### src/design/scerr_pkg.sv
package scerr_pkg;

  // default table depth
  localparam int ENTRIES_DEF = 8;

  localparam logic       CMD_RECORD = 1'b0;
  localparam logic       CMD_CLEAR  = 1'b1;

  localparam logic [3:0] CODE_NONE  = 4'd0;

  localparam logic [1:0] ST_DONE    = 2'd0;
  localparam logic [1:0] ST_REFUSED = 2'd1;
  localparam logic [1:0] ST_FULL    = 2'd2;
  localparam logic [1:0] ST_IGNORED = 2'd3;

  typedef struct packed {
    logic        cmd;
    logic [7:0]  file_id;
    logic [31:0] chunk_key;
    logic [3:0]  err_kind;
    logic [31:0] failed_segment;
  } req_t;

  typedef struct packed {
    logic [1:0]  status;
    logic        error_pending;
    logic [7:0]  current_file;
    logic [31:0] current_chunk;
    logic [3:0]  current_code;
    logic [31:0] current_segment;
  } rsp_t;

  // one stored record
  typedef struct packed {
    logic [7:0]  file;
    logic [31:0] chunk;
    logic [3:0]  code;
    logic [31:0] segment;
  } entry_t;

  // controller -> datapath
  typedef struct packed {
    logic load;
    logic scan;
    logic commit;
  } ctl_cmd_t;

  // datapath -> controller
  typedef struct packed {
    logic skip;
    logic out_free;
  } dp_sts_t;

endpackage

### src/design/scerr_ctrl.sv
module scerr_ctrl import scerr_pkg::*; #(
  parameter int ENTRIES = ENTRIES_DEF
) (
  input  logic                                 clk,
  input  logic                                 rst_n,
  input  logic                                 in_valid,
  output logic                                 in_ready,
  input  dp_sts_t                              sts,
  output ctl_cmd_t                             cmd,
  output logic [(ENTRIES > 1 ? $clog2(ENTRIES) : 1)-1:0] rd_idx
);

  localparam int IDX_W = ENTRIES > 1 ? $clog2(ENTRIES) : 1;
  localparam logic [IDX_W-1:0] LAST_IDX = IDX_W'(ENTRIES - 1);

  typedef enum logic [3:0] {
    S_IDLE   = 4'b0001,
    S_SCAN   = 4'b0010,
    S_DRAIN  = 4'b0100,
    S_COMMIT = 4'b1000
  } state_t;

  state_t          state_r, state_nxt;
  logic [IDX_W-1:0] idx_r, idx_nxt;

  assign rd_idx = idx_r;

  always_comb begin
    state_nxt  = state_r;
    idx_nxt    = idx_r;
    cmd        = '0;
    in_ready   = 1'b0;
    unique case (state_r)
      S_IDLE: begin
        in_ready = 1'b1;
        if (in_valid) begin
          cmd.load  = 1'b1;
          idx_nxt   = '0;
          state_nxt = sts.skip ? S_COMMIT : S_SCAN;
        end
      end
      S_SCAN: begin
        cmd.scan = 1'b1;
        if (idx_r == LAST_IDX) begin
          state_nxt = S_DRAIN;
        end else begin
          idx_nxt = idx_r + 1'b1;
        end
      end
      S_DRAIN: begin
        state_nxt = S_COMMIT;
      end
      S_COMMIT: begin
        if (sts.out_free) begin
          cmd.commit = 1'b1;
          state_nxt  = S_IDLE;
        end
      end
      default: state_nxt = S_IDLE;
    endcase
  end

  always_ff @(posedge clk) begin
    if (!rst_n) begin
      state_r <= S_IDLE;
      idx_r   <= '0;
    end else begin
      state_r <= state_nxt;
      idx_r   <= idx_nxt;
    end
  end

endmodule

### src/design/scerr_dp.sv
module scerr_dp import scerr_pkg::*; #(
  parameter int ENTRIES = ENTRIES_DEF
) (
  input  logic                                 clk,
  input  logic                                 rst_n,
  input  req_t                                 in_data,
  input  ctl_cmd_t                             cmd,
  input  logic [(ENTRIES > 1 ? $clog2(ENTRIES) : 1)-1:0] rd_idx,
  output dp_sts_t                              sts,
  output logic                                 out_valid,
  input  logic                                 out_ready,
  output rsp_t                                 out_data
);

  localparam int IDX_W = ENTRIES > 1 ? $clog2(ENTRIES) : 1;

  // record storage, valid bits kept in flops
  entry_t           mem [ENTRIES];
  entry_t           rd_data_r;
  logic [ENTRIES-1:0] valid_r, valid_nxt;

  req_t             req_r;

  // compare stage
  logic             cmp_en_r;
  logic [IDX_W-1:0] cmp_idx_r;

  // scan results
  logic             match_fnd_r, free_fnd_r, repl_fnd_r;
  logic [IDX_W-1:0] match_idx_r, free_idx_r;
  entry_t           repl_r;

  // current error
  logic             pending_r, pending_nxt;
  logic             ident_r, ident_nxt;
  logic [7:0]       cur_file_r, cur_file_nxt;
  logic [31:0]      cur_chunk_r, cur_chunk_nxt;
  logic [3:0]       cur_code_r, cur_code_nxt;
  logic [31:0]      cur_seg_r, cur_seg_nxt;

  logic             out_valid_r;
  rsp_t             out_data_r;

  logic             cmp_v, cmp_hit;
  logic             mem_we;
  logic [IDX_W-1:0] slot;
  logic [1:0]       status;

  assign sts.out_free = !out_valid_r || out_ready;
  assign sts.skip     = (in_data.cmd == CMD_RECORD) ?
                        (in_data.err_kind == CODE_NONE || (pending_r && !ident_r)) :
                        !ident_r;

  assign out_valid = out_valid_r;
  assign out_data  = out_data_r;

  assign cmp_v   = valid_r[cmp_idx_r];
  assign cmp_hit = cmp_v && rd_data_r.file == req_r.file_id
                         && rd_data_r.chunk == req_r.chunk_key;

  assign slot = match_fnd_r ? match_idx_r : free_idx_r;

  // commit: apply the request to the table and the current error
  always_comb begin
    valid_nxt     = valid_r;
    pending_nxt   = pending_r;
    ident_nxt     = ident_r;
    cur_file_nxt  = cur_file_r;
    cur_chunk_nxt = cur_chunk_r;
    cur_code_nxt  = cur_code_r;
    cur_seg_nxt   = cur_seg_r;
    mem_we        = 1'b0;
    status        = ST_DONE;
    if (req_r.cmd == CMD_RECORD) begin
      if (req_r.err_kind == CODE_NONE || (pending_r && !ident_r)) begin
        status = ST_REFUSED;
      end else if (!match_fnd_r && !free_fnd_r) begin
        status = ST_FULL;
      end else begin
        mem_we          = 1'b1;
        valid_nxt[slot] = 1'b1;
        pending_nxt     = 1'b1;
        ident_nxt       = 1'b1;
        cur_file_nxt    = req_r.file_id;
        cur_chunk_nxt   = req_r.chunk_key;
        cur_code_nxt    = req_r.err_kind;
        cur_seg_nxt     = req_r.failed_segment;
      end
    end else begin
      if (!ident_r) begin
        status = ST_IGNORED;
      end else begin
        if (match_fnd_r) valid_nxt[match_idx_r] = 1'b0;
        if (repl_fnd_r) begin
          pending_nxt   = 1'b1;
          cur_file_nxt  = repl_r.file;
          cur_chunk_nxt = repl_r.chunk;
          cur_code_nxt  = repl_r.code;
          cur_seg_nxt   = repl_r.segment;
        end else begin
          pending_nxt  = 1'b0;
          ident_nxt    = 1'b0;
          cur_code_nxt = CODE_NONE;
          cur_seg_nxt  = '1;
        end
      end
    end
  end

  // table memory: one write port, one registered read port
  always_ff @(posedge clk) begin
    if (cmd.commit && mem_we) begin
      mem[slot] <= '{file: req_r.file_id, chunk: req_r.chunk_key,
                     code: req_r.err_kind, segment: req_r.failed_segment};
    end
    rd_data_r <= mem[rd_idx];
  end

  // payload registers
  always_ff @(posedge clk) begin
    if (cmd.load) req_r <= in_data;
    cmp_idx_r <= rd_idx;
    if (cmd.load) begin
      match_idx_r <= '0;
      free_idx_r  <= '0;
    end else if (cmp_en_r) begin
      if (cmp_hit && !match_fnd_r) match_idx_r <= cmp_idx_r;
      if (!cmp_v && !free_fnd_r) free_idx_r <= cmp_idx_r;
      if (cmp_v && !cmp_hit && !repl_fnd_r) repl_r <= rd_data_r;
    end
    if (cmd.commit) begin
      out_data_r <= '{status: status, error_pending: pending_nxt,
                      current_file: cur_file_nxt, current_chunk: cur_chunk_nxt,
                      current_code: cur_code_nxt, current_segment: cur_seg_nxt};
    end
  end

  // control and architectural state
  always_ff @(posedge clk) begin
    if (!rst_n) begin
      valid_r     <= '0;
      cmp_en_r    <= 1'b0;
      match_fnd_r <= 1'b0;
      free_fnd_r  <= 1'b0;
      repl_fnd_r  <= 1'b0;
      pending_r   <= 1'b0;
      ident_r     <= 1'b0;
      cur_file_r  <= '0;
      cur_chunk_r <= '0;
      cur_code_r  <= CODE_NONE;
      cur_seg_r   <= '1;
      out_valid_r <= 1'b0;
    end else begin
      cmp_en_r <= cmd.scan;
      if (cmd.load) begin
        match_fnd_r <= 1'b0;
        free_fnd_r  <= 1'b0;
        repl_fnd_r  <= 1'b0;
      end else if (cmp_en_r) begin
        if (cmp_hit) match_fnd_r <= 1'b1;
        if (!cmp_v) free_fnd_r <= 1'b1;
        if (cmp_v && !cmp_hit) repl_fnd_r <= 1'b1;
      end
      if (cmd.commit) begin
        valid_r     <= valid_nxt;
        pending_r   <= pending_nxt;
        ident_r     <= ident_nxt;
        cur_file_r  <= cur_file_nxt;
        cur_chunk_r <= cur_chunk_nxt;
        cur_code_r  <= cur_code_nxt;
        cur_seg_r   <= cur_seg_nxt;
        out_valid_r <= 1'b1;
      end else if (out_ready) begin
        out_valid_r <= 1'b0;
      end
    end
  end

endmodule

### src/design/scoped_error_table_top.sv
// Channel  Dir  Handshake            Payload
// in_      in   in_valid/in_ready    in_data  (req_t: cmd, key, code, segment)
// out_     out  out_valid/out_ready  out_data (rsp_t: status, current error)
//
// Scanned request: one table entry read per cycle, then drain and commit; the result
// is registered at commit, and the next request is accepted once back in idle.
// Refused records and ignored clears skip the scan and go straight to commit.
// A record into a full table is known only after the full scan.
// Synchronous active-low reset clears the valid bits and the current error.
// A new request is taken while a result waits; its commit stalls until it drains.
module scoped_error_table_top import scerr_pkg::*; #(
  parameter int ENTRIES = ENTRIES_DEF
) (
  input  logic clk,
  input  logic rst_n,
  input  logic in_valid,
  output logic in_ready,
  input  req_t in_data,
  output logic out_valid,
  input  logic out_ready,
  output rsp_t out_data
);

  localparam int IDX_W = ENTRIES > 1 ? $clog2(ENTRIES) : 1;

  ctl_cmd_t         cmd;    // load / scan / commit strobes
  dp_sts_t          sts;    // early-out and output-slot status
  logic [IDX_W-1:0] rd_idx; // table entry being read

  // sequencer: accept, per-entry scan, commit
  scerr_ctrl #(
    .ENTRIES (ENTRIES)
  ) u_ctrl (
    .clk      (clk),
    .rst_n    (rst_n),
    .in_valid (in_valid),
    .in_ready (in_ready),
    .sts      (sts),
    .cmd      (cmd),
    .rd_idx   (rd_idx)
  );

  // table memory, key compare, current-error registers, output register
  scerr_dp #(
    .ENTRIES (ENTRIES)
  ) u_dp (
    .clk       (clk),
    .rst_n     (rst_n),
    .in_data   (in_data),
    .cmd       (cmd),
    .rd_idx    (rd_idx),
    .sts       (sts),
    .out_valid (out_valid),
    .out_ready (out_ready),
    .out_data  (out_data)
  );

endmodule
### config.mk
export PLATFORM = sky130hd
export DESIGN_NAME = scoped_error_table_top
export DESIGN_NICKNAME = d
export VERILOG_FILES = /design/src/design/scerr_pkg.sv /design/src/design/scerr_ctrl.sv /design/src/design/scerr_dp.sv /design/src/design/scoped_error_table_top.sv
export SDC_FILE = /design/constraint.sdc
export NUM_CORES = 1
export LEC_CHECK = 0
export BUFFER_PORTS_ARGS = -buffer_cell sky130_fd_sc_hd__buf_2
export CORE_MARGIN = 5
export CORE_UTILIZATION = 25
export DETAILED_ROUTE_END_ITERATION = 10
export GPL_TIMING_DRIVEN = 0
export PLACE_DENSITY = 0.42
export SLEW_MARGIN = 15
export SYNTH_ARGS = -nofsm -noshare
export SYNTH_HDL_FRONTEND = slang
export SYNTH_HIERARCHICAL = 1
export SYNTH_SLANG_ARGS = --single-unit
### constraint.sdc
create_clock -name clk -period 23.5 [get_ports clk]
set_input_delay 4.7 -clock clk [delete_from_list [all_inputs] [get_ports clk]]
set_output_delay 4.7 -clock clk [all_outputs]
set_load 0.02 [all_outputs]
==> results.yml, run 1 <==
outcome:
  run_status: "completed"
clocking:
  clock_path_buffers: 3
  path_clk_slew_ns: 0.06
  cts_hold_buf: 0
  post_cts_resized: 0
  cts_tree: "done"
  htree_num_levels: 3
  root_buffer: "clkbuf_16"
  post_cts_buffers: 0
  cts_buffers: 108
  cts_sinks: 1023
  clock_latency_ns: 0.69
setup_path:
  crit_path_end_kind: "flip-flop"
  reg2reg_from: "u_ctrl/state_r[0]$_SDFFE_PN1P_"
  rr_endpoint: "u_dp/cur_seg_r[26]$_SDFFE_PN1P_"
  required_ns: 24.06
  critPathMaxFanout: 47
  crit_type: "in -> reg"
  start_kind: "primary input"
  r2r_slack_ns: 18.69
  critPathArrivalTime_ns: 8.96
  rr_worst_depth: 9
run:
  maxCapViolCount: 0
floorplan:
  fp.dieW_um: 395
  io_pins: 162
  initial_core_util_pct: 25.1
  core_area_um2: 148000
  die_h_um: 395
  rows: 141
  die_area_um2: 156000
timing:
  finalCritPeriodShare_pct: 35.8
  clock_skew_ns: 0.0179
  fmax_mhz: 119
  final.setup.worst_slack_ns: 15.09
  maxSlewViolCount: 0
  layout_min_cycle_time_ns: 8.41
  tightest_slew_ns: 1.17
  slew_headroom_pct: 21.8
  hold_viol: 0
  rsz0062_at_grt: "false"
  setup_viol: 0
placed_design:
  place_inst: 4041
  port_buffers: 161
  dpl.hpwl_um: 67000
  place_ws_ns: 14.22
  place.gp.congestion: 0.725
layout:
  instances_no_fill: 4255
  area_growth_pct: 22.5
  final_core_util_pct: 30.8
  nets: 2304
  drive_gt1_share_pct: 30.2
pwr:
  leakagePower_uw: 0.0145
  p_per_area_nw_per_um2: 85.3
  ir_drop_uv: 65.5
detailed_routing:
  drt-initial-drc-count: 1292
  vias: 18800
  routedWlPerCell_um: 23.5
  drc: 0
  first_pass_iters: 5
  wl_um: 99900
  ant_nets: 0
  vias_per_cell: 4.41
synthesis:
  ys_seq_elements: 1023
  yosysMostFrequentCell: "edfxtp_1"
  synth_top_area_share_pct: 68.0
  synth-main-ff-cell: "edfxtp_1"
  synth_area_um2: 37100
  ys.warnings.count: 6
  async_flop_share_pct: 0
  synth_top_cell_by_area: "edfxtp_1"
  synth_common_cells: "edfxtp_1, dfxtp_1, mux4_2, nand2_1, mux2_2"
  postSynthCellCount: 1885
  yosysSeqAreaShare_pct: 77.8
  ys_top_cells_by_area: "edfxtp_1, dfxtp_1, mux4_2, mux2_2, nand2_1"
  synth_cell_types: 55
  avgSynthCellArea_um2: 19.7
  syn_nets: 1968
  synth_edf_count: 840
grt:
  grt_pass1_vias: 19800
  grt_antenna_before_repair: 13
  grt_pass1_wl_um: 142000
  grt_max_degree: 48
  grt_usage_pct: 12.5
  grt_remaining_overflow: 0
min_path:
  min_from: "u_ctrl/rd_idx[0]$_SDFFE_PN0P_"
  hold_path.class: "reg -> reg"
  min_path_cells: 0
  holdPathEnd: "u_dp/cmp_idx_r[0]$_DFF_P_"
metrics by stage:
step	hold WS, ns	TNS (ns)	total power, µW	cell area, µm²
after floorplan	0.366	0	2090	37100
after global placement	0.379	-103.05	2140	40300
after detailed placement	0.385	0	2150	41700
after CTS	0.393	0	3940	45400
after global routing	0.408	0	4020	45400
final	0.394	0	3880	45500
per-layer routing:
layer	part of all wire (%)	GRT usage, %
met2	48	20.6
met1	44	16.4
met5	0.027	0
met4	2.8	4.40
met3	5.3	2.68
placed cells by master (no fill, tap or decap), types with 45 or more instances in the layout:
master / synthesis / layout
clkbuf_16: 0 / 113
dfxtp_1: 183 / 183
buf_2: 16 / 189
edfxtp_1: 840 / 840
nand2b_1: 45 / 45
nand2_1: 124 / 124
mux4_2: 152 / 152
o21ai_0: 47 / 47
mux2_2: 77 / 77
clkbuf_1: 63 / 91
sequential cells by signal, indices dropped and copies added, names as in the netlist, 32 cells and up:
register and count:
u_dp/req_r 77, u_dp/cur_chunk_r 32, u_dp/out_data 79, u_dp/repl_r 76
u_dp/rd_data_r 76, u_dp/cur_seg_r 32, u_dp/mem 608
how the worst max path moves through the flow:
stage	endpoint	slack, ns	from
after global routing	u_dp/cur_seg_r[30]$_SDFFE_PN1P_	14.94	out_ready
after global placement	u_dp/repl_r[20]$_DFFE_PP_	-1.36	in_valid
final	u_dp/cur_seg_r[26]$_SDFFE_PN1P_	15.09	out_ready
after detailed placement	u_dp/cur_seg_r[26]$_SDFFE_PN1P_	14.22	out_ready
after floorplan	u_dp/repl_r[0]$_DFFE_PP_	9.50	in_valid
after CTS	u_dp/cur_seg_r[26]$_SDFFE_PN1P_	14.98	out_ready
where the power goes:
group	switching, µW	total (µW)	internal, µW
sequential	38.2	2030	1990
clock	702	1770	1070
combinational	49.8	78.8	29.0
kinds of logic after synthesis:
family                   synth area share [%]
adder cells (fa/ha/maj)                0.0674
flip-flops                               77.8
buffers and inverters                    1.17
XOR/XNOR                                0.967
AO/OA/AOI/OAI                            4.07
AND/OR/NAND/NOR                          3.16
multiplexers                             12.8
worst max-delay path: stages:
cell	delay (ns)
buf_2	0.07
nand2b_1	0.32
and2_4	0.60
buf_16	0.30
clkbuf_1	0.66
clkbuf_1	0.92
clkbuf_1	0.92
mux2i_1	0.30
nand2_1	0.07
layout make-up:
cell class                 count  area, µm²
inverter                      12       45.0
tap                         1930       2410
timing repair buffer         226       2100
clock buffer                 152       3080
antenna                       10       25.0
clock inverter                52        632
fill                       14200     102000
buffer                        95        390
sequential                  1023      28900
multi-input combinational    755       7880
Power figures use the tool's default switching activity.
==> inputs of run 2 (changes only) <==
- clock period: 23.5 -> 8.3 ns (I/O delays scaled with it)
==> results.yml, run 2 (synthesis results as in run 1) <==
clocking:
  cts_sinks: 1023
  cts_buffers: 108
  post_cts_resized: 0
  htree_num_levels: 3
  clock_path_buffers: 3
  path_clk_slew_ns: 0.06
  clock_latency_ns: 0.69
  cts_hold_buf: 0
  root_buffer: "clkbuf_16"
  post_cts_buffers: 0
  cts_tree: "done"
setup_path:
  slowest_delay_ns: 0.96
  crit_family: "buffers and inverters"
  required_ns: 8.85
  path_cells: "buf_2, nand2b_1, and2_4, buf_16, clkbuf_1, clkbuf_1, clkbuf_1, mux2i_1, nand2_1"
  crit_path_end_kind: "flip-flop"
  r2r_slack_ns: 3.58
  crit_top_cell: "clkbuf_1"
  crit_type: "in -> reg"
  critPathArrivalTime_ns: 5.82
  start_kind: "primary input"
  slowest_stage: "clkbuf_1"
  critPathMaxFanout: 48
  crit_buf_inv: 5
layout:
  layout_common_cells: "edfxtp_1, dfxtp_1, buf_2"
  drive_gt1_share_pct: 29.5
  largest_reg_flops: 608
  final_core_util_pct: 30.6
  nets: 2296
  final_common_cell: "edfxtp_1"
  regMostFlops: "u_dp/mem"
  area_growth_pct: 21.9
timing:
  layout_min_cycle_time_ns: 5.27
  fmax_mhz: 190
  fin_setup_tns_ns: 0
  hold_viol: 0
  tightest_slew_ns: 1.22
  finalCritPeriodShare_pct: 63.6
  fin_hold_ws_ns: 0.396
  clock_skew_ns: 0.0249
  setup_viol: 0
  maxSlewViolCount: 0
  slew_headroom_pct: 18.7
  final.setup.worst_slack_ns: 3.03
  rsz0062_at_grt: "false"
floorplan:
  die_area_um2: 156000
  core_area_um2: 148000
  fp.dieW_um: 395
  initial_core_util_pct: 25.1
  die_h_um: 395
  rows: 141
  io_pins: 162
pwr:
  leakagePower_uw: 0.0143
  ir_drop_uv: 158
  p_per_area_nw_per_um2: 237
detailed_routing:
  drt-initial-drc-count: 1290
  first_pass_iters: 5
  drc: 0
  wl_um: 99100
  ant_nets: 0
  vias: 18800
  vias_per_cell: 4.43
  routedWlPerCell_um: 23.4
grt:
  grt_antenna_before_repair: 9
  grt_usage_pct: 12.5
  grt_max_degree: 49
  grt_pass1_wl_um: 142000
  grt_pass1_vias: 20000
  grt_remaining_overflow: 0
placed_design:
  place_ws_ns: 2.16
  dpl.hpwl_um: 66400
  port_buffers: 161
  place.gp.congestion: 0.732
min_path:
  hold_path.class: "reg -> reg"
run:
  maxCapViolCount: 0
outcome:
  run_status: "completed"
run 2: changes by cell type in the layout (fill, tap and decap cells not counted), sizes merged:
cell | before | now
clkinv | 33 | 43
diode | 10 | 2
buf | 256 | 249
bufinv | 14 | 8
clkbuf | 217 | 211
clkinvlp | 2 | 3
inv | 15 | 16
run 2: routing by layer:
| layer | track usage, % | part of all wire (%) | wire (µm) |
|---|---|---|---|
| met5 | 0 | 0.043 | 43 |
| met3 | 2.38 | 5.2 | 5190 |
| met2 | 20.2 | 47 | 46900 |
| met1 | 16.8 | 45 | 44300 |
| met4 | 4.24 | 2.6 | 2600 |
run 2: power breakdown:
part | switching, µW | internal [µW] | leakage (µW)
combinational | 138 | 81.1 | 0.00357
clock | 1990 | 2770 | 0.00172
sequential | 108 | 5640 | 0.00902
total | 2230 | 8490 | 0.0143
run 2: final cells by class:
type	count	area, µm²
Fill cell	14200	102000
Inverter	12	45.0
Buffer	95	390
Multi-Input combinational cell	755	7890
Clock inverter	58	522
Clock buffer	147	2980
Timing Repair Buffer	218	2100
Sequential cell	1023	28900
Tap cell	1930	2410
Antenna cell	2	5.00
run 2: stage by stage:
step                cell area [µm²]  std cells  total power, µW
finish                        45200       4240            10700
global route                  45200       4238            11100
CTS                           45200       4238            10900
detailed placement            41700       4033             6080
global placement              40300       3976             6070
floorplan                     37100       1885             5920
run 2: worst paths after layout:
kind | startpoint | end | cells past startpoint
hold reg to reg | u_ctrl/rd_idx[1]$_SDFFE_PN0P_ | u_dp/cmp_idx_r[1]$_DFF_P_ | 0
setup / recovery | out_ready | u_dp/cur_seg_r[26]$_SDFFE_PN1P_ | 9
setup reg to reg | u_ctrl/state_r[0]$_SDFFE_PN1P_ | u_dp/cur_seg_r[26]$_SDFFE_PN1P_ | 9
hold / removal | u_ctrl/rd_idx[1]$_SDFFE_PN0P_ | u_dp/cmp_idx_r[1]$_DFF_P_ | 0
